### src/hdl/urs_pkg.sv
// Shared types, constants and register codes for the ultrasonic range and speed meter.
`default_nettype none
package urs_pkg;

    // Default structural sizes
    localparam int TIME_WIDTH_DEF = 32;
    localparam int WIDTH_BITS_DEF = 16;

    // Fixed field widths
    localparam int DIST_W    = 11;
    localparam int SPEED_W   = 22;
    localparam int PROD_W    = 31;
    localparam int TICK_W    = 8;
    localparam int GAP_REG_W = 20;
    localparam int DIV_W     = 8;

    // Stream and register port sizes
    localparam int IN_TDATA_W  = 8;
    localparam int OUT_TDATA_W = 40;
    localparam int APB_ADDR_W  = 4;
    localparam int APB_DATA_W  = 32;

    // Job queue between front and back
    localparam int Q_DEPTH = 4;
    localparam int Q_PTR_W = 2;
    localparam int Q_CNT_W = 3;

    // Arithmetic constants
    localparam logic [PROD_W-1:0]  SPEED_SCALE   = PROD_W'(1000000);
    localparam logic [DIST_W-1:0]  DIST_MAX      = '1;
    localparam logic [SPEED_W-1:0] SPEED_MAX     = {1'b0, {(SPEED_W-1){1'b1}}};
    localparam logic [SPEED_W-1:0] SPEED_MIN     = {1'b1, {(SPEED_W-1){1'b0}}};
    localparam logic [PROD_W-1:0]  SPEED_POS_LIM = PROD_W'(2097151);
    localparam logic [PROD_W-1:0]  SPEED_NEG_LIM = PROD_W'(2097152);

    // Register reset values
    localparam logic [TICK_W-1:0]    TRIG_LOW_RST  = TICK_W'(2);
    localparam logic [TICK_W-1:0]    TRIG_HIGH_RST = TICK_W'(10);
    localparam logic [GAP_REG_W-1:0] MIN_GAP_RST   = GAP_REG_W'(1000);
    localparam logic [DIV_W-1:0]     WIDTH_DIV_RST = DIV_W'(58);

    // Register indexes (byte address divided by four)
    typedef enum logic [1:0] {
        REG_TRIG_LOW  = 2'd0,
        REG_TRIG_HIGH = 2'd1,
        REG_MIN_GAP   = 2'd2,
        REG_WIDTH_DIV = 2'd3
    } urs_reg_idx_t;

    // Trigger sequencer phases
    typedef enum logic [1:0] {
        PH_IDLE,
        PH_LOW,
        PH_HIGH
    } urs_trig_phase_t;

    // Back-end sequencer states
    typedef enum logic [2:0] {
        B_IDLE,
        B_DIVW,
        B_MUL,
        B_DIVS,
        B_SPD,
        B_OUT
    } urs_back_state_t;

    // Per-tick job flags handed from front to back
    typedef struct packed {
        logic speed_ok;
        logic done;
        logic trig;
    } urs_job_flags_t;

    localparam int FLAGS_W = $bits(urs_job_flags_t);

endpackage
`default_nettype wire

### src/hdl/urs_front.sv
// Front end: tick counter, trigger sequencer and echo edge classification.
`default_nettype none
module urs_front
    import urs_pkg::*;
#(
    parameter int TIME_WIDTH = TIME_WIDTH_DEF,
    parameter int WIDTH_BITS = WIDTH_BITS_DEF
) (
    input  wire logic                   aclk,
    input  wire logic                   aresetn,
    input  wire logic                   in_accept,
    input  wire logic                   echo_level,
    input  wire logic                   start_request,
    input  wire logic [TICK_W-1:0]      trig_low_ticks,
    input  wire logic [TICK_W-1:0]      trig_high_ticks,
    input  wire logic [GAP_REG_W-1:0]   min_gap_ticks,
    output urs_job_flags_t              job_flags,
    output logic [WIDTH_BITS-1:0]       job_width,
    output logic [TIME_WIDTH-1:0]       job_gap
);

    localparam int EXT_W = (TIME_WIDTH > WIDTH_BITS) ? TIME_WIDTH : WIDTH_BITS;
    localparam int CMP_W = (TIME_WIDTH > GAP_REG_W) ? TIME_WIDTH : GAP_REG_W;

    logic [TIME_WIDTH-1:0] tick_count_reg;
    logic [TIME_WIDTH-1:0] echo_start_reg;
    logic [TIME_WIDTH-1:0] prev_edge_reg;
    logic                  echo_prev_reg;
    logic                  have_prev_reg;
    urs_trig_phase_t       phase_reg, phase_next;
    logic [TICK_W-1:0]     trig_cnt_reg, trig_cnt_next;

    logic                  rise, fall, valid_fall;
    logic [TIME_WIDTH-1:0] width_raw;
    logic [EXT_W-1:0]      width_ext;
    logic [TICK_W-1:0]     cnt_inc;
    logic [TICK_W-1:0]     cnt_base;
    urs_trig_phase_t       phase_eff;

    // Trigger sequencer next state; a start in idle makes this tick the first low tick.
    always_comb begin
        phase_eff     = phase_reg;
        cnt_base      = trig_cnt_reg;
        if (phase_reg == PH_IDLE && start_request) begin
            phase_eff = PH_LOW;
            cnt_base  = '0;
        end
        cnt_inc       = cnt_base + TICK_W'(1);
        phase_next    = phase_eff;
        trig_cnt_next = cnt_base;
        case (phase_eff)
            PH_LOW: begin
                trig_cnt_next = cnt_inc;
                if (cnt_inc >= trig_low_ticks) begin
                    phase_next    = PH_HIGH;
                    trig_cnt_next = '0;
                end
            end
            PH_HIGH: begin
                trig_cnt_next = cnt_inc;
                if (cnt_inc >= trig_high_ticks) begin
                    phase_next    = PH_IDLE;
                    trig_cnt_next = '0;
                end
            end
            default: begin
                phase_next = PH_IDLE;
            end
        endcase
    end

    // Trigger output, echo edge detection and pulse width with saturation.
    // The trigger is high only during the pulse phase.
    always_comb begin
        job_flags.trig = (phase_reg == PH_HIGH);
        rise      = echo_level && !echo_prev_reg;
        fall      = !echo_level && echo_prev_reg;
        width_raw = tick_count_reg - echo_start_reg;
        width_ext = EXT_W'(width_raw);
        if (width_ext > EXT_W'({WIDTH_BITS{1'b1}})) begin
            job_width = '1;
        end else begin
            job_width = width_ext[WIDTH_BITS-1:0];
        end
        valid_fall     = fall && (width_raw != '0);
        job_gap        = tick_count_reg - prev_edge_reg;
        job_flags.done = valid_fall;
        job_flags.speed_ok = valid_fall && have_prev_reg && (job_gap != '0) &&
                             (CMP_W'(job_gap) >= CMP_W'(min_gap_ticks));
    end

    // State update on every accepted tick.
    always_ff @(posedge aclk) begin
        if (!aresetn) begin
            tick_count_reg <= '0;
            echo_start_reg <= '0;
            prev_edge_reg  <= '0;
            echo_prev_reg  <= 1'b0;
            have_prev_reg  <= 1'b0;
            phase_reg      <= PH_IDLE;
            trig_cnt_reg   <= '0;
        end else if (in_accept) begin
            tick_count_reg <= tick_count_reg + TIME_WIDTH'(1);
            echo_prev_reg  <= echo_level;
            phase_reg      <= phase_next;
            trig_cnt_reg   <= trig_cnt_next;
            if (rise) begin
                echo_start_reg <= tick_count_reg;
            end
            if (valid_fall) begin
                prev_edge_reg <= tick_count_reg;
                have_prev_reg <= 1'b1;
            end
        end
    end

endmodule
`default_nettype wire

### src/hdl/urs_queue.sv
// Small job queue that decouples the front end from the arithmetic back end.
`default_nettype none
module urs_queue
    import urs_pkg::*;
#(
    parameter int DATA_W = FLAGS_W + WIDTH_BITS_DEF + TIME_WIDTH_DEF
) (
    input  wire logic              aclk,
    input  wire logic              aresetn,
    input  wire logic              push,
    input  wire logic [DATA_W-1:0] push_data,
    input  wire logic              pop,
    output logic [DATA_W-1:0]      head_data,
    output logic                   full,
    output logic                   empty
);

    logic [DATA_W-1:0]  entry_reg [Q_DEPTH];
    logic [Q_PTR_W-1:0] wr_ptr_reg;
    logic [Q_PTR_W-1:0] rd_ptr_reg;
    logic [Q_CNT_W-1:0] count_reg;

    // Status flags and the head entry.
    assign full      = (count_reg == Q_CNT_W'(Q_DEPTH));
    assign empty     = (count_reg == '0);
    assign head_data = entry_reg[rd_ptr_reg];

    // Entry storage.
    always_ff @(posedge aclk) begin
        if (push) begin
            entry_reg[wr_ptr_reg] <= push_data;
        end
    end

    // Pointers and fill count.
    always_ff @(posedge aclk) begin
        if (!aresetn) begin
            wr_ptr_reg <= '0;
            rd_ptr_reg <= '0;
            count_reg  <= '0;
        end else begin
            if (push) begin
                wr_ptr_reg <= wr_ptr_reg + Q_PTR_W'(1);
            end
            if (pop) begin
                rd_ptr_reg <= rd_ptr_reg + Q_PTR_W'(1);
            end
            if (push && !pop) begin
                count_reg <= count_reg + Q_CNT_W'(1);
            end else if (pop && !push) begin
                count_reg <= count_reg - Q_CNT_W'(1);
            end
        end
    end

endmodule
`default_nettype wire

### src/hdl/urs_back.sv
// Back end: serial distance and speed division, result state and output register.
`default_nettype none
module urs_back
    import urs_pkg::*;
#(
    parameter int TIME_WIDTH = TIME_WIDTH_DEF,
    parameter int WIDTH_BITS = WIDTH_BITS_DEF
) (
    input  wire logic                  aclk,
    input  wire logic                  aresetn,
    input  wire logic                  q_empty,
    input  urs_job_flags_t             q_flags,
    input  wire logic [WIDTH_BITS-1:0] q_width,
    input  wire logic [TIME_WIDTH-1:0] q_gap,
    output logic                       q_pop,
    input  wire logic [DIV_W-1:0]      width_divisor,
    output logic                       m_tvalid,
    input  wire logic                  m_tready,
    // Fields from bit 0: trig_level, measure_done, distance_cm[10:0],
    // speed_cm_s[21:0], speed_updated, zero padding.
    output logic [OUT_TDATA_W-1:0]     m_tdata
);

    localparam int MAX_STEPS = (WIDTH_BITS > PROD_W) ? WIDTH_BITS : PROD_W;
    localparam int CNT_W     = $clog2(MAX_STEPS);

    urs_back_state_t         state_reg, state_next;
    urs_job_flags_t          flags_reg;
    logic [WIDTH_BITS-1:0]   wq_reg;
    logic [DIV_W-1:0]        wrem_reg;
    logic [TIME_WIDTH-1:0]   gap_reg;
    logic [TIME_WIDTH-1:0]   srem_reg;
    logic [PROD_W-1:0]       prod_reg;
    logic                    neg_reg;
    logic [CNT_W-1:0]        cnt_reg;
    logic [DIST_W-1:0]       distance_reg;
    logic [DIST_W-1:0]       prev_distance_reg;
    logic [SPEED_W-1:0]      speed_reg;
    logic                    out_valid_reg;
    logic [OUT_TDATA_W-1:0]  out_data_reg;

    logic                    load_out;
    logic [DIV_W-1:0]        div_eff;
    logic [DIV_W:0]          w_shift, w_diff;
    logic                    w_ge;
    logic [DIV_W-1:0]        w_rem_next;
    logic [DIST_W-1:0]       d_sat;
    logic                    d_neg;
    logic [DIST_W-1:0]       d_mag;
    logic [PROD_W-1:0]       prod_full;
    logic [TIME_WIDTH:0]     s_shift, s_diff;
    logic                    s_ge;
    logic [TIME_WIDTH-1:0]   s_rem_next;
    logic [SPEED_W-1:0]      speed_sat;

    // Sequencer next state.
    always_comb begin
        state_next = state_reg;
        case (state_reg)
            B_IDLE: begin
                if (!q_empty) begin
                    state_next = q_flags.done ? B_DIVW : B_OUT;
                end
            end
            B_DIVW: begin
                if (cnt_reg == '0) begin
                    state_next = B_MUL;
                end
            end
            B_MUL: begin
                state_next = flags_reg.speed_ok ? B_DIVS : B_OUT;
            end
            B_DIVS: begin
                if (cnt_reg == '0) begin
                    state_next = B_SPD;
                end
            end
            B_SPD: begin
                state_next = B_OUT;
            end
            B_OUT: begin
                if (!out_valid_reg || m_tready) begin
                    state_next = B_IDLE;
                end
            end
            default: begin
                state_next = B_IDLE;
            end
        endcase
    end

    // Sequencer outputs.
    always_comb begin
        q_pop    = (state_reg == B_IDLE) && !q_empty;
        load_out = (state_reg == B_OUT) && (!out_valid_reg || m_tready);
    end

    // Distance divider step: one quotient bit per cycle.
    always_comb begin
        div_eff    = (width_divisor == '0) ? DIV_W'(1) : width_divisor;
        w_shift    = {wrem_reg, wq_reg[WIDTH_BITS-1]};
        w_diff     = w_shift - {1'b0, div_eff};
        w_ge       = (w_shift >= {1'b0, div_eff});
        w_rem_next = w_ge ? w_diff[DIV_W-1:0] : w_shift[DIV_W-1:0];
    end

    // Distance saturation, change against the previous distance and scaling.
    always_comb begin
        d_sat     = (|wq_reg[WIDTH_BITS-1:DIST_W]) ? DIST_MAX : wq_reg[DIST_W-1:0];
        d_neg     = (d_sat < prev_distance_reg);
        d_mag     = d_neg ? (prev_distance_reg - d_sat) : (d_sat - prev_distance_reg);
        prod_full = PROD_W'(d_mag) * SPEED_SCALE;
    end

    // Speed divider step over the gap.
    always_comb begin
        s_shift    = {srem_reg, prod_reg[PROD_W-1]};
        s_diff     = s_shift - {1'b0, gap_reg};
        s_ge       = (s_shift >= {1'b0, gap_reg});
        s_rem_next = s_ge ? s_diff[TIME_WIDTH-1:0] : s_shift[TIME_WIDTH-1:0];
    end

    // Signed speed with saturation to the output range.
    always_comb begin
        if (neg_reg) begin
            speed_sat = (prod_reg > SPEED_NEG_LIM) ? SPEED_MIN
                                                   : (~prod_reg[SPEED_W-1:0] + SPEED_W'(1));
        end else begin
            speed_sat = (prod_reg > SPEED_POS_LIM) ? SPEED_MAX : prod_reg[SPEED_W-1:0];
        end
    end

    // Working registers of the dividers.
    always_ff @(posedge aclk) begin
        case (state_reg)
            B_IDLE: begin
                if (q_pop) begin
                    flags_reg <= q_flags;
                    wq_reg    <= q_width;
                    gap_reg   <= q_gap;
                    wrem_reg  <= '0;
                    cnt_reg   <= CNT_W'(WIDTH_BITS - 1);
                end
            end
            B_DIVW: begin
                wrem_reg <= w_rem_next;
                wq_reg   <= {wq_reg[WIDTH_BITS-2:0], w_ge};
                cnt_reg  <= cnt_reg - CNT_W'(1);
            end
            B_MUL: begin
                prod_reg <= prod_full;
                neg_reg  <= d_neg;
                srem_reg <= '0;
                cnt_reg  <= CNT_W'(PROD_W - 1);
            end
            B_DIVS: begin
                srem_reg <= s_rem_next;
                prod_reg <= {prod_reg[PROD_W-2:0], s_ge};
                cnt_reg  <= cnt_reg - CNT_W'(1);
            end
            default: begin
                cnt_reg <= cnt_reg;
            end
        endcase
    end

    // Result state and output register control.
    always_ff @(posedge aclk) begin
        if (!aresetn) begin
            state_reg         <= B_IDLE;
            distance_reg      <= '0;
            prev_distance_reg <= '0;
            speed_reg         <= '0;
            out_valid_reg     <= 1'b0;
        end else begin
            state_reg <= state_next;
            if (state_reg == B_MUL) begin
                distance_reg      <= d_sat;
                prev_distance_reg <= d_sat;
            end
            if (state_reg == B_SPD) begin
                speed_reg <= speed_sat;
            end
            if (load_out) begin
                out_valid_reg <= 1'b1;
            end else if (m_tready) begin
                out_valid_reg <= 1'b0;
            end
        end
    end

    // Output payload.
    always_ff @(posedge aclk) begin
        if (load_out) begin
            out_data_reg <= OUT_TDATA_W'({flags_reg.done && flags_reg.speed_ok, speed_reg,
                                          distance_reg, flags_reg.done, flags_reg.trig});
        end
    end

    assign m_tvalid = out_valid_reg;
    assign m_tdata  = out_data_reg;

`ifndef ASSERT_OFF
    a_supd_needs_done: assert property (@(posedge aclk) disable iff (!aresetn)
        m_tvalid |-> !(m_tdata[DIST_W+SPEED_W+2] && !m_tdata[1]))
        else $error("speed update reported without a measurement");
    a_pop_leaves_idle: assert property (@(posedge aclk) disable iff (!aresetn)
        q_pop |=> (state_reg != B_IDLE))
        else $error("job popped but sequencer stayed idle");
    a_divw_to_mul: assert property (@(posedge aclk) disable iff (!aresetn)
        (state_reg == B_DIVW && cnt_reg == '0) |=> (state_reg == B_MUL))
        else $error("distance division did not finish in step count");
    a_spd_to_out: assert property (@(posedge aclk) disable iff (!aresetn)
        (state_reg == B_SPD) |=> (state_reg == B_OUT))
        else $error("speed result not forwarded to output");
`endif

endmodule
`default_nettype wire

### src/hdl/ultrasonic_range_speed_meter.sv
// Top level of the ultrasonic range and speed meter with its register port.
//
// Each input transaction is one microsecond tick and yields exactly one output
// transaction. A tick without a valid falling echo edge passes in the back end
// only through the idle and output states; a tick that ends an echo pulse also
// passes through the bit-serial distance division and the scaling step, and
// through the 31-step serial division of the scaled distance change by the
// gap when the speed is also updated. A four-entry queue lets the front end
// keep taking ticks while it has room and the back end divides, and the output
// register lets the back end start the next tick while a result waits to be taken.
`default_nettype none
module ultrasonic_range_speed_meter
    import urs_pkg::*;
#(
    parameter int TIME_WIDTH = TIME_WIDTH_DEF,
    parameter int WIDTH_BITS = WIDTH_BITS_DEF
) (
    input  wire logic                   aclk,
    input  wire logic                   aresetn,
    input  wire logic                   s_tvalid,
    output logic                        s_tready,
    // Fields from bit 0: echo_level, start_request, zero padding.
    input  wire logic [IN_TDATA_W-1:0]  s_tdata,
    output logic                        m_tvalid,
    input  wire logic                   m_tready,
    // Fields from bit 0: trig_level, measure_done, distance_cm[10:0],
    // speed_cm_s[21:0], speed_updated, zero padding.
    output logic [OUT_TDATA_W-1:0]      m_tdata,
    input  wire logic                   psel,
    input  wire logic                   penable,
    input  wire logic                   pwrite,
    input  wire logic [APB_ADDR_W-1:0]  paddr,
    input  wire logic [APB_DATA_W-1:0]  pwdata,
    output logic [APB_DATA_W-1:0]       prdata,
    output logic                        pready
);

    localparam int JOB_W = FLAGS_W + WIDTH_BITS + TIME_WIDTH;

    logic [TICK_W-1:0]    trig_low_reg;
    logic [TICK_W-1:0]    trig_high_reg;
    logic [GAP_REG_W-1:0] min_gap_reg;
    logic [DIV_W-1:0]     width_div_reg;

    urs_reg_idx_t          reg_idx;
    logic                  cfg_write;
    logic                  in_accept;
    logic                  q_full, q_empty, q_pop;
    urs_job_flags_t        f_flags, b_flags;
    logic [WIDTH_BITS-1:0] f_width;
    logic [TIME_WIDTH-1:0] f_gap;
    logic [JOB_W-1:0]      q_head;

    // Register port decode.
    assign pready    = 1'b1;
    assign reg_idx   = urs_reg_idx_t'(paddr[APB_ADDR_W-1:2]);
    assign cfg_write = psel && penable && pwrite && pready;

    // Configuration registers.
    always_ff @(posedge aclk) begin
        if (!aresetn) begin
            trig_low_reg  <= TRIG_LOW_RST;
            trig_high_reg <= TRIG_HIGH_RST;
            min_gap_reg   <= MIN_GAP_RST;
            width_div_reg <= WIDTH_DIV_RST;
        end else if (cfg_write) begin
            case (reg_idx)
                REG_TRIG_LOW:  trig_low_reg  <= pwdata[TICK_W-1:0];
                REG_TRIG_HIGH: trig_high_reg <= pwdata[TICK_W-1:0];
                REG_MIN_GAP:   min_gap_reg   <= pwdata[GAP_REG_W-1:0];
                REG_WIDTH_DIV: width_div_reg <= pwdata[DIV_W-1:0];
                default: begin
                    trig_low_reg <= trig_low_reg;
                end
            endcase
        end
    end

    // Register readback.
    always_comb begin
        case (reg_idx)
            REG_TRIG_LOW:  prdata = APB_DATA_W'(trig_low_reg);
            REG_TRIG_HIGH: prdata = APB_DATA_W'(trig_high_reg);
            REG_MIN_GAP:   prdata = APB_DATA_W'(min_gap_reg);
            REG_WIDTH_DIV: prdata = APB_DATA_W'(width_div_reg);
            default:       prdata = '0;
        endcase
    end

    // A tick is taken whenever the queue has room for its job.
    assign s_tready  = !q_full;
    assign in_accept = s_tvalid && s_tready;

    urs_front #(
        .TIME_WIDTH (TIME_WIDTH),
        .WIDTH_BITS (WIDTH_BITS)
    ) u_front (
        .aclk            (aclk),
        .aresetn         (aresetn),
        .in_accept       (in_accept),
        .echo_level      (s_tdata[0]),
        .start_request   (s_tdata[1]),
        .trig_low_ticks  (trig_low_reg),
        .trig_high_ticks (trig_high_reg),
        .min_gap_ticks   (min_gap_reg),
        .job_flags       (f_flags),
        .job_width       (f_width),
        .job_gap         (f_gap)
    );

    urs_queue #(
        .DATA_W (JOB_W)
    ) u_queue (
        .aclk      (aclk),
        .aresetn   (aresetn),
        .push      (in_accept),
        .push_data ({f_gap, f_width, f_flags}),
        .pop       (q_pop),
        .head_data (q_head),
        .full      (q_full),
        .empty     (q_empty)
    );

    assign b_flags = urs_job_flags_t'(q_head[FLAGS_W-1:0]);

    urs_back #(
        .TIME_WIDTH (TIME_WIDTH),
        .WIDTH_BITS (WIDTH_BITS)
    ) u_back (
        .aclk          (aclk),
        .aresetn       (aresetn),
        .q_empty       (q_empty),
        .q_flags       (b_flags),
        .q_width       (q_head[FLAGS_W +: WIDTH_BITS]),
        .q_gap         (q_head[FLAGS_W + WIDTH_BITS +: TIME_WIDTH]),
        .q_pop         (q_pop),
        .width_divisor (width_div_reg),
        .m_tvalid      (m_tvalid),
        .m_tready      (m_tready),
        .m_tdata       (m_tdata)
    );

endmodule
`default_nettype wire
### config.mk
export PLATFORM = sky130hd
export DESIGN_NAME = ultrasonic_range_speed_meter
export DESIGN_NICKNAME = d
export VERILOG_FILES = /design/src/hdl/urs_pkg.sv /design/src/hdl/urs_front.sv /design/src/hdl/urs_queue.sv /design/src/hdl/urs_back.sv /design/src/hdl/ultrasonic_range_speed_meter.sv
export SDC_FILE = /design/constraint.sdc
export NUM_CORES = 1
export LEC_CHECK = 0
export BUFFER_PORTS_ARGS = -buffer_cell sky130_fd_sc_hd__buf_2
export CAP_MARGIN = 10
export CORE_MARGIN = 2
export CORE_UTILIZATION = 35
export DETAILED_ROUTE_END_ITERATION = 8
export HOLD_SLACK_MARGIN = 0.12
export PLACE_DENSITY = 0.53
export RECOVER_POWER = 50
export SLEW_MARGIN = 25
export SYNTH_ARGS = -nofsm -noshare
export SYNTH_HDL_FRONTEND = slang
export SYNTH_SLANG_ARGS = --single-unit
### constraint.sdc
create_clock -name aclk -period 12.27 [get_ports aclk]
set_input_delay 0.6135 -clock aclk [delete_from_list [all_inputs] [get_ports aclk]]
set_output_delay 0.6135 -clock aclk [all_outputs]
set_load 0.05 [all_outputs]
Word level (Yosys, flattened, before mapping) --
Memories as Yosys holds them, arrays and structs flattened. A register that Yosys moved wholly into a read port is not among the register bits. Cells that the tools add are included.
Cells by class: $add $sub $neg 14, multiply operators 1, $lt $le $gt $ge 9, eq/ne operators 17, multiplexer cells 41, bitwise logic cells 1, reductions and logical operators 48
Operators by type and width (number):
- case mux 32 bit (4 select lines) | 1
- subtractor 32 bit | 3
- two-way mux 22 bit | 3
- case mux 32 bit (2 select lines) | 1
- nonzero test 32 bit | 2
- case mux 31 bit (2 select lines) | 1
- two-way mux 8 bit | 6
- >= comparator 33 x 32 -> 1 bit | 1
- adder 32 x 1 -> 32 bit (second input constant) | 1
- >= comparator 32 x 20 -> 1 bit | 1
- greater-than comparator 32 x 16 -> 1 bit (second input constant) | 1
- two-way mux 16 bit | 2
- two-way mux 32 bit | 1
- case mux 16 bit (2 select lines) | 1
- case mux 8 bit (2 select lines) | 2
- greater-than comparator 31 x 21 -> 1 bit (second input constant) | 1
- greater-than comparator 31 x 22 -> 1 bit (second input constant) | 1
- multiplier 11 x 14 -> 25 bit (second input constant) | 1
- two-way mux 3 bit | 8
- adder 22 x 1 -> 22 bit (second input constant) | 1
- two-way mux 11 bit | 2
- NOT 22 bit | 1
- subtractor 11 bit | 2
- case mux 3 bit (6 select lines) | 1
- 34 further kinds | 86
Storage, ports and cells: bits in registers 360, RAM bits 204, input port bits 51, output and inout bits 75, logic and storage cells 161, memories 1
Memories:
- u_queue.entry_reg | words 4, width 51, read ports 1, clocked after memory_dff 1, wr ports 1, line urs_queue.sv:18 | logic [DATA_W-1:0] entry_reg [Q_DEPTH];

Depth between registers and ports, before layout --
Gate-level depths: netlist of the first run.
word-level depth 7, mapped depth 38, gate-level depth less buffers 35

Modules after synthesis --
From an unflattened synthesis of the first run, not the netlist that was laid out.
Unflattened totals: cells, all modules 3169, area, all modules 33021.7 um2
Modules (own cells, without submodules):
- urs_back | instances 1, cells each 1423, area an instance 13859.5 um2, seq. area each 5665.4 um2
- urs_front | instances 1, cells each 1214, area an instance 9200.1 um2, seq. area each 2162.1 um2
- urs_queue | instances 1, cells each 310, area an instance 7863.8 um2, seq. area each 6306.0 um2
- ultrasonic_range_speed_meter | instances 1, cells each 222, area an instance 2098.3 um2, seq. area each 880.8 um2

Least setup slack after synthesis of the first run --
OpenSTA, ideal clock, no wires.
kind reg2reg, start point register u_back.wq_reg[11], end point register u_back.prod_reg[29], data pin, setup time 0.268 ns, data arrival time 8.207 ns, required time 12.002 ns, path slack 3.796 ns, cell stages (with the launch flop) 36, buffers on the path 3, period minus slack after synthesis 8.474 ns, cell sequence edfxtp_1 -> or4_1 -> or2_2 -> clkbuf_1 -> nor2_1 -> inv_1 -> ha_1 -> clkbuf_1 -> nor2_1 -> nor2_1 -> o21a_1 -> o21ai_0 -> a31oi_1 -> o21ai_1 -> clkbuf_1 -> mux2i_1 -> o211ai_1 -> o211ai_1 -> mux2_2 -> nor2_1 -> ha_1 -> inv_1 -> fa_1 -> fa_1 -> inv_1 -> ha_1 -> ha_1 -> o21a_1 -> o31a_1 -> o41ai_1 -> o211ai_1 -> o31a_1 -> or4_1 -> a31oi_1 -> xor2_1 -> o21ai_0
Between the ends: longest elaborated chain between the ends 6, elaborated cells on any way between the ends 8, those cells by class add/sub (2); mul (1); order compare (1); mux (3); reduce/logical (1)
RTL lines:
- from (decl) | line urs_back.sv:29 | logic [WIDTH_BITS-1:0] wq_reg;
- from (signal assigned) | line urs_back.sv:139 | wq_reg <= q_width;
- from (signal assigned) | line urs_back.sv:147 | wq_reg <= {wq_reg[WIDTH_BITS-2:0], w_ge};
- OR reduction 5 bit | line urs_back.sv:109 | d_sat = (|wq_reg[WIDTH_BITS-1:DIST_W]) ? DIST_MAX : wq_reg[DIST_W-1:0];
- two-way mux 11 bit | line urs_back.sv:109
- < comparator 11 bit | line urs_back.sv:110 | d_neg = (d_sat < prev_distance_reg);
- named net u_back.d_neg | line urs_back.sv:48 | logic d_neg;
- two-way mux 11 bit | line urs_back.sv:111 | d_mag = d_neg ? (prev_distance_reg - d_sat) : (d_sat - prev_distance_reg);
- multiplier 11 x 14 -> 25 bit | line urs_back.sv:112 | prod_full = PROD_W'(d_mag) * SPEED_SCALE;
- case mux 31 bit (2 select lines) | line urs_back.sv:135 | case (state_reg)
- to (signal assigned) | line urs_back.sv:151 | prod_reg <= prod_full;
- to (signal assigned) | line urs_back.sv:158 | prod_reg <= {prod_reg[PROD_W-2:0], s_ge};
- to (decl) | line urs_back.sv:33 | logic [PROD_W-1:0] prod_reg;
The timed path passes the listed nets, and every way through them passes these cells. A chain may end at the register's enable or synchronous reset.

Worst setup path after layout of the first run --
start point register u_back.wq_reg[11], end point register u_back.prod_reg[29], data pin
Between the ends: longest elaborated chain between the ends 6, elaborated cells on any way between the ends 8, those cells by class add/sub (2); mul (1); order compare (1); mux (3); reduce/logical (1)
RTL lines (line):
- OR reduction 5 bit * | urs_back.sv:109
- two-way mux 11 bit * | urs_back.sv:109
- subtractor 11 bit / < comparator 11 bit (equally long branches) | urs_back.sv:111, urs_back.sv:110
- two-way mux 11 bit * | urs_back.sv:111
- multiplier 11 x 14 -> 25 bit * | urs_back.sv:112
- case mux 31 bit (2 select lines) * | urs_back.sv:135
Mark *: on every way between the ends. The rest lies on a longest branch, timed or not.

==> out/metrics.cfg, run 1 <==
[power]
p_total_mw = 9.75
leakagePower_nw = 13.9
vdd_drop_max_v = 0.000352
power_density_nw_per_um2 = 270

[sta]
setup_tns_ns = 0
period_needed_ns = 9.62
worst_slack_ns = 2.65
finalCritPeriodShare = 0.784
max_freq_mhz = 104
hold_violations = 0
slew_headroom = -1.41
skew_ns = 0.0276
grt_setup_unrepaired = no
drv_slew = 456
worstMarginPinSlew_ns = 3.62
final-setup-viol-count = 0

[cts]
cts.sinks = 566
clk-insertion-delay-late_ns = 0.63
postCtsSetupRepairBufs = 0
ctsRootBufferMaster = clkbuf_16
cts_tree = built
postCtsHoldBufs = 0
cts_max_path_buffers = 3
clk_pin_slew_ns = 0.06
numCtsBuffers = 66
cts_resized = 0
htree_num_levels = 3

[synthesis]
synthesis.area_sq_um = 32200
synth_cell_type_count = 86
yosys_warnings = 0
synth-main-ff-cell = edfxtp_1
syn_area_per_cell_sq_um = 10.4
synthArstFlopShare = 0
synth-edff-count = 368
yosysSeqAreaShare = 0.466
syn-instance-count = 3112
synth-seq-cells = 566

[placement]
portBuffers = 88
globalplace.congestion = 0.860
dpl_cell_area_sq_um = 33900
dpl.hpwl_mm = 53.8
post-place-ws_ns = 2.68

[finish]
fillers = 8945
n_antenna_cell = 0
nets = 3503
syn_to_final_growth_pct = 11.9
finalInstanceArea_sq_um = 36100
drive_gt1_frac = 0.0892
largest_reg_flops = 204

[floorplanning]
die_area_sq_um = 94600
io_pins = 126
fp.dieH_um = 307
start_util = 0.352
die_x_um = 307
fp.coreArea_sq_um = 91500
core.rowCount = 111

[worst_setup_path]
endpoint = u_back.prod_reg[29]
critPathMaxFanout = 15
max_stage_delay_ns = 0.73
reg2reg_to = u_back.prod_reg[29]
cp.arrival_ns = 9.98
crit_required_ns = 12.63
worstRegToRegCells = 33
cp-startpoint = u_back.wq_reg[11]
cpMaxStageDelayCell = o41ai_1
critical_path_class = reg2reg
critPathLaunchType = flip-flop
cp-end-kind = flip-flop
r2r_slack_ns = 2.65
regToRegStartpoint = u_back.wq_reg[11]
path_common_cell = ha_1

[drt]
viasPerCell = 5.05
post_drt_wl_per_cell_um = 17.1
drtPass1Iterations = 5
drtAntennaViolNets = 0
totalWireLength_mm = 75.5
drt_iter0_drc = 1313
route.detailed.drc = 0
vias = 22300

[min_path]
hold_class = in2reg

[grt]
top_usage_layer = met2
met1_usage = 0.217
antenna_found_initial = 0
use_met3 = 0.0206
grt_overflow = 0
grt_pass1_vias = 22300
grt_use_met2 = 0.273
grtUsageTotal = 0.161
grt_pass1_wl_mm = 122
grt_start_max_net_pins = 81

[status]
status = finished, violations left
violations = max-capacitance violations, max-slew violations

[flow_run]
drv_cap = 8

[placed cells by master, fill, tap and decap left out, types with 17 or more instances in the layout]
cell type	n
nand3_1	49
buf_4	25
nand2_1	362
inv_1	276
nand4_1	37
mux2_2	23
o211ai_1	25
mux4_2	59
nor2_1	219
a21oi_1	218
mux2i_1	61
dfxtp_1	196
xor2_1	71
buf_2	49
nor2b_1	24
fa_1	34
xnor2_1	86
a21o_1	79
clkbuf_16	67
edfxtp_1	368
conb_1	17
nor3_1	43
nand2b_1	33
a31oi_1	31
and2_1	18
ha_1	241
o21ai_0	108
or3_1	24
a211oi_1	36
and3_1	21
o21a_1	21
clkbuf_1	63
[how the worst min path moves through the flow]
stage / startpoint / endpoint / slack [ns] / depth (start not counted)
3_3_place_gp: u_back.flags_reg[0] / u_back.m_tdata[0] / 0.40 / 0
2_1_floorplan: u_back.flags_reg[0] / u_back.m_tdata[0] / 0.40 / 0
6_report: pwdata[8] / min_gap_reg[8] / 0.23 / 3
4_1_cts: pwdata[8] / min_gap_reg[8] / 0.19 / 3
5_1_grt: pwdata[8] / min_gap_reg[8] / 0.23 / 3
3_5_place_dp: u_back.flags_reg[0] / u_back.m_tdata[0] / 0.41 / 0
[metal layers]
metal,up-vias,share of wire
li1,11200,-
met1,10700,0.47
met2,307,0.48
met3,87,0.033
met4,0,0.018
met5,-,0
[report_power, final]
| part | internal, mW | switching (mW) |
|---|---|---|
| Clock | 1.21 | 0.824 |
| Combinational | 2.17 | 2.76 |
| Sequential | 2.66 | 0.122 |
| Total | 6.04 | 3.71 |
[synth_stat cells (49+ instances only)]
master	number	area [sq um]
a21o_1	79	593
a21oi_1	219	1100
clkbuf_1	103	387
dfxtp_1	198	3960
edfxtp_1	368	11100
ha_1	241	3020
inv_1	277	1040
mux2i_1	61	611
mux4_2	59	1330
nand2_1	363	1360
nand3_1	49	245
nor2_1	219	822
o21ai_0	108	541
xnor2_1	86	753
xor2_1	71	622
[worst max-delay path, delay by kind of cell, from the launching register on]
kind / cells / cell delay, ns
flip-flops: 1 / 0.38
multiplexers: 2 / 0.69
AO/OA/AOI/OAI: 14 / 3.22
adder cells (fa/ha/maj): 6 / 2.19
AND/OR/NAND/NOR: 6 / 2.25
buffers and inverters: 4 / 0.46
XOR/XNOR: 1 / 0.15
[kinds of logic (layout without fill, tap and decap cells)]
logic type / after synthesis / in the layout / synth area share
AND/OR/NAND/NOR: 901 / 901 / 0.129
AO/OA/AOI/OAI: 646 / 646 / 0.128
flip-flops: 566 / 566 / 0.466
buffers and inverters: 422 / 525 / 0.0522
adder cells (fa/ha/maj): 275 / 275 / 0.115
XOR/XNOR: 157 / 157 / 0.0427
multiplexers: 143 / 143 / 0.0682
other: 2 / 17 / 0.000233
[per-stage QoR]
step | util | cells | hold WS, ns
floorplan | - | 3127 | 0.400
global placement | 0.371 | 4295 | 0.401
detailed placement | 0.371 | 4295 | 0.405
CTS | 0.395 | 4416 | 0.186
global route | 0.394 | 4416 | 0.225
finish | 0.394 | 4416 | 0.231
[layout make-up]
type | instances | area [sq um] | share of cell area
clock buffer | 80 | 1730 | 0.0478
clock inverter | 41 | 524 | 0.0145
inverter | 280 | 1050 | 0.0292
multi-input combinational | 2139 | 15600 | 0.434
sequential | 566 | 15000 | 0.417
tap | 1186 | 1480 | 0.0412
timing repair buffer | 124 | 621 | 0.0172
Note: power is estimated with default switching activity, not from simulation.
==> run 2: changes to the inputs <==
--- a/config.mk
+++ b/config.mk
@@ -5,6 +5,7 @@
 export SDC_FILE = /design/constraint.sdc
 export NUM_CORES = 1
 export LEC_CHECK = 0
+export ABC_AREA = 1
 export BUFFER_PORTS_ARGS = -buffer_cell sky130_fd_sc_hd__buf_2
 export CAP_MARGIN = 10
 export CORE_MARGIN = 2
==> constraint.sdc (replaced) <==
create_clock -name aclk -period 9.1 [get_ports aclk]
set_input_delay 0.455 -clock aclk [delete_from_list [all_inputs] [get_ports aclk]]
set_output_delay 0.455 -clock aclk [all_outputs]
set_load 0.05 [all_outputs]
==> run 2 against run 1 <==
Critical path depth down 4. Cell count up 26%. Synthesized cell count up 34%. The flow still finishes with violations (max-capacitance violations, max-slew violations). Via count up 22%. Largest cell class unchanged. Worst setup slack worse by 1.7 ns.
==> out/metrics.cfg, run 2 <==
[synthesis]
netlist.area_leader.share = 0.325  ; was 0.343
synth-edff-count = 368  ; unchanged
syn-instance-count = 4158  ; was 3112
synth_top_area_cell = edfxtp_1  ; unchanged
synth_common_cells = nand2_1 (748), inv_1 (628), nor2_1 (438)  ; was edfxtp_1 (368), nand2_1 (363), inv_1 (277)
synthArstFlopShare = 0  ; unchanged
syn_area_per_cell_sq_um = 8.18  ; was 10.4 sq um
synth_cell_type_count = 61  ; was 86
yosys_warnings = 0  ; unchanged
synth-seq-cells = 566  ; unchanged
synth-main-ff-cell = edfxtp_1  ; unchanged
synth_area_leaders = edfxtp_1 (32%), dfxtp_1 (12%), ha_1 (8.9%), nand2_1 (8.3%), inv_1 (6.9%)  ; was edfxtp_1 (34%), dfxtp_1 (12%), ha_1 (9.4%), nand2_1 (4.2%), mux4_2 (4.1%)
synthesis.area_sq_um = 34000  ; was 32200 sq um
yosysMostFrequentCell = nand2_1  ; was edfxtp_1
yosysSeqAreaShare = 0.441  ; was 0.466

[worst_setup_path]
critical_path_class = reg2reg  ; unchanged
regToRegStartpoint = u_back.wq_reg[12]  ; was u_back.wq_reg[11]
critPathMaxFanout = 11  ; was 15
cp-end-kind = flip-flop  ; unchanged
crit_required_ns = 9.47  ; was 12.63 ns
max_stage_delay_ns = 0.63  ; was 0.73 ns
reg2reg_to = u_back.prod_reg[30]  ; was u_back.prod_reg[29]
worstRegToRegCells = 29  ; was 33
critPathLaunchType = flip-flop  ; unchanged
r2r_slack_ns = 0.97  ; was 2.65 ns
cp-startpoint = u_back.wq_reg[12]  ; was u_back.wq_reg[11]
cpMaxStageDelayCell = xor2_1  ; was o41ai_1
cp.arrival_ns = 8.50  ; was 9.98 ns

[drt]
viasPerCell = 4.89  ; was 5.05
post_drt_wl_per_cell_um = 16.0  ; was 17.1 um
totalWireLength_mm = 89.4  ; was 75.5 mm
vias = 27200  ; was 22.3k
drtPass1Iterations = 5  ; unchanged
route.detailed.drc = 0  ; unchanged
drtAntennaViolNets = 0  ; unchanged
drt_iter0_drc = 1616  ; was 1313

[sta]
grt_setup_unrepaired = no  ; unchanged
finalCritPeriodShare = 0.894  ; was 0.784
period_needed_ns = 8.13  ; was 9.62 ns
final-setup-viol-count = 0  ; unchanged
skew_ns = 0.0266  ; was 0.0276 ns
setup_tns_ns = 0  ; unchanged
slew_headroom = -1.61  ; was -1.41
hold_violations = 0  ; unchanged
worstMarginPinSlew_ns = 3.92  ; was 3.62 ns
drv_slew = 558  ; was 456
max_freq_mhz = 123  ; was 104 MHz

[floorplanning]
start_util = 0.352  ; about the same
io_pins = 126  ; unchanged
die_x_um = 316  ; was 307 um
core.rowCount = 114  ; was 111
fp.coreArea_sq_um = 96600  ; was 91500 sq um
die_area_sq_um = 99700  ; was 94600 sq um
fp.dieH_um = 316  ; was 307 um

[grt]
antenna_found_initial = 1  ; was 0
grt_overflow = 0  ; unchanged
grt_start_max_net_pins = 95  ; was 81
grt_pass1_wl_mm = 142  ; was 122 mm
grtUsageTotal = 0.179  ; was 0.161
grt_pass1_vias = 26100  ; was 22.3k

[cts]
clk_pin_slew_ns = 0.06  ; about the same
postCtsHoldBufs = 18  ; was 0
ctsRootBufferMaster = clkbuf_16  ; unchanged
cts.sinks = 566  ; unchanged
htree_num_levels = 3  ; unchanged
postCtsSetupRepairBufs = 0  ; unchanged
cts_resized = 0  ; unchanged
cts_tree = built  ; unchanged
cts_max_path_buffers = 3  ; unchanged
numCtsBuffers = 67  ; was 66
clk-insertion-delay-late_ns = 0.63  ; about the same

[min_path]
hold_class = in2reg  ; unchanged
hold-path-endpoint = min_gap_reg[12]  ; was min_gap_reg[8]
min_from = pwdata[12]  ; was pwdata[8]
hold_path_depth = 3  ; unchanged

[finish]
syn_to_final_growth_pct = 12.0  ; was 11.9%
largest_reg_flops = 204  ; unchanged
layout_commonest_cell = nand2_1  ; was edfxtp_1
nets = 4568  ; was 3503
mostFrequentLayoutCells = nand2_1 (747), inv_1 (628), nor2_1 (432)  ; was edfxtp_1 (368), nand2_1 (362), inv_1 (276)
n_antenna_cell = 0  ; unchanged
fillers = 9938  ; was 8945
drive_gt1_frac = 0.0507  ; was 0.0892

[status]
status = finished, violations left  ; unchanged
violations = max-capacitance violations, max-slew violations  ; unchanged

[placement]
dpl.hpwl_mm = 65.2  ; was 53.8 mm
globalplace.congestion = 0.897  ; was 0.860
portBuffers = 88  ; unchanged

[flow_run]
drv_cap = 11  ; was 8

run 2: cell types whose count changed after synthesis, moves of 33 or more:
| cell | change |
|---|---|
| nand2_1 | +385 |
| inv_1 | +351 |
| o21ai_0 | +282 |
| nor2_1 | +219 |
| nand3_1 | +97 |
| a21oi_1 | +81 |
| a21o_1 | -69 |
| mux2i_1 | -60 |
| mux4_2 | -59 |
| o22ai_1 | +46 |
| xnor2_1 | -38 |
| nand4_1 | +37 |
| nand2b_1 | -33 |
run 2: per-stage QoR:
stage,cell area [sq um],util,hold slack [ns],std cells,worst slack [ns]
2_1_floorplan,34100,-,0.400,4173,2.21
3_3_place_gp,35800,0.370,0.409,5430,1.35
3_5_place_dp,35800,0.370,0.410,5430,1.10
4_1_cts,38200,0.395,0.125,5572,1.02
5_1_grt,38100,0.394,0.171,5573,0.347
6_report,38100,0.394,0.152,5573,0.968
run 2: critical path, delay by kind of cell (launching register included):
family,cells,cell delay [ns]
xor+xnor,1,0.63
simple gates,13,2.53
flops,1,0.39
compound gates,4,1.02
fa+ha+maj,7,2.92
buf+inv,4,0.38
run 2: cells by family after synthesis:
kind of cell / synth area share
XOR/XNOR: 0.0283
buffers and inverters: 0.0923
flip-flops: 0.441
AO/OA/AOI/OAI: 0.138
adder cells (fa/ha/maj): 0.109
AND/OR/NAND/NOR: 0.190
other: 0.000221
multiplexers: 0.00195
run 2: worst max path at each step:
| stage | end | cells past startpoint |
|---|---|---|
| 6_report | u_back.prod_reg[30] | 29 |
| 5_1_grt | u_back.prod_reg[30] | 29 |
| 4_1_cts | u_back.prod_reg[30] | 29 |
| 3_5_place_dp | u_back.prod_reg[30] | 29 |
| 3_3_place_gp | u_back.prod_reg[27] | 28 |
| 2_1_floorplan | u_back.prod_reg[30] | 32 |
run 2: layer usage:
metal  share of wire  vias to the layer above  GRT usage
met4           0.025                        0     0.0513
met3           0.033                      114     0.0212
li1                -                    14000          -
met2            0.47                      413      0.301
met1            0.47                    12700      0.241
met5               0                        -          0
run 2: area by class of cell:
type / count / area (sq um) / share of cell area
clock buffer: 90 / 1840 / 0.0484
clock inverter: 34 / 382 / 0.0100
inverter: 665 / 2500 / 0.0655
multi-input combinational: 2806 / 16000 / 0.420
sequential: 566 / 15000 / 0.394
tap: 1276 / 1600 / 0.0419
timing repair buffer: 136 / 751 / 0.0197
Power of run 2 is left out: the tool's default activity adds up to more than one toggle a clock period on the data nets, which glitch-free logic cannot reach.
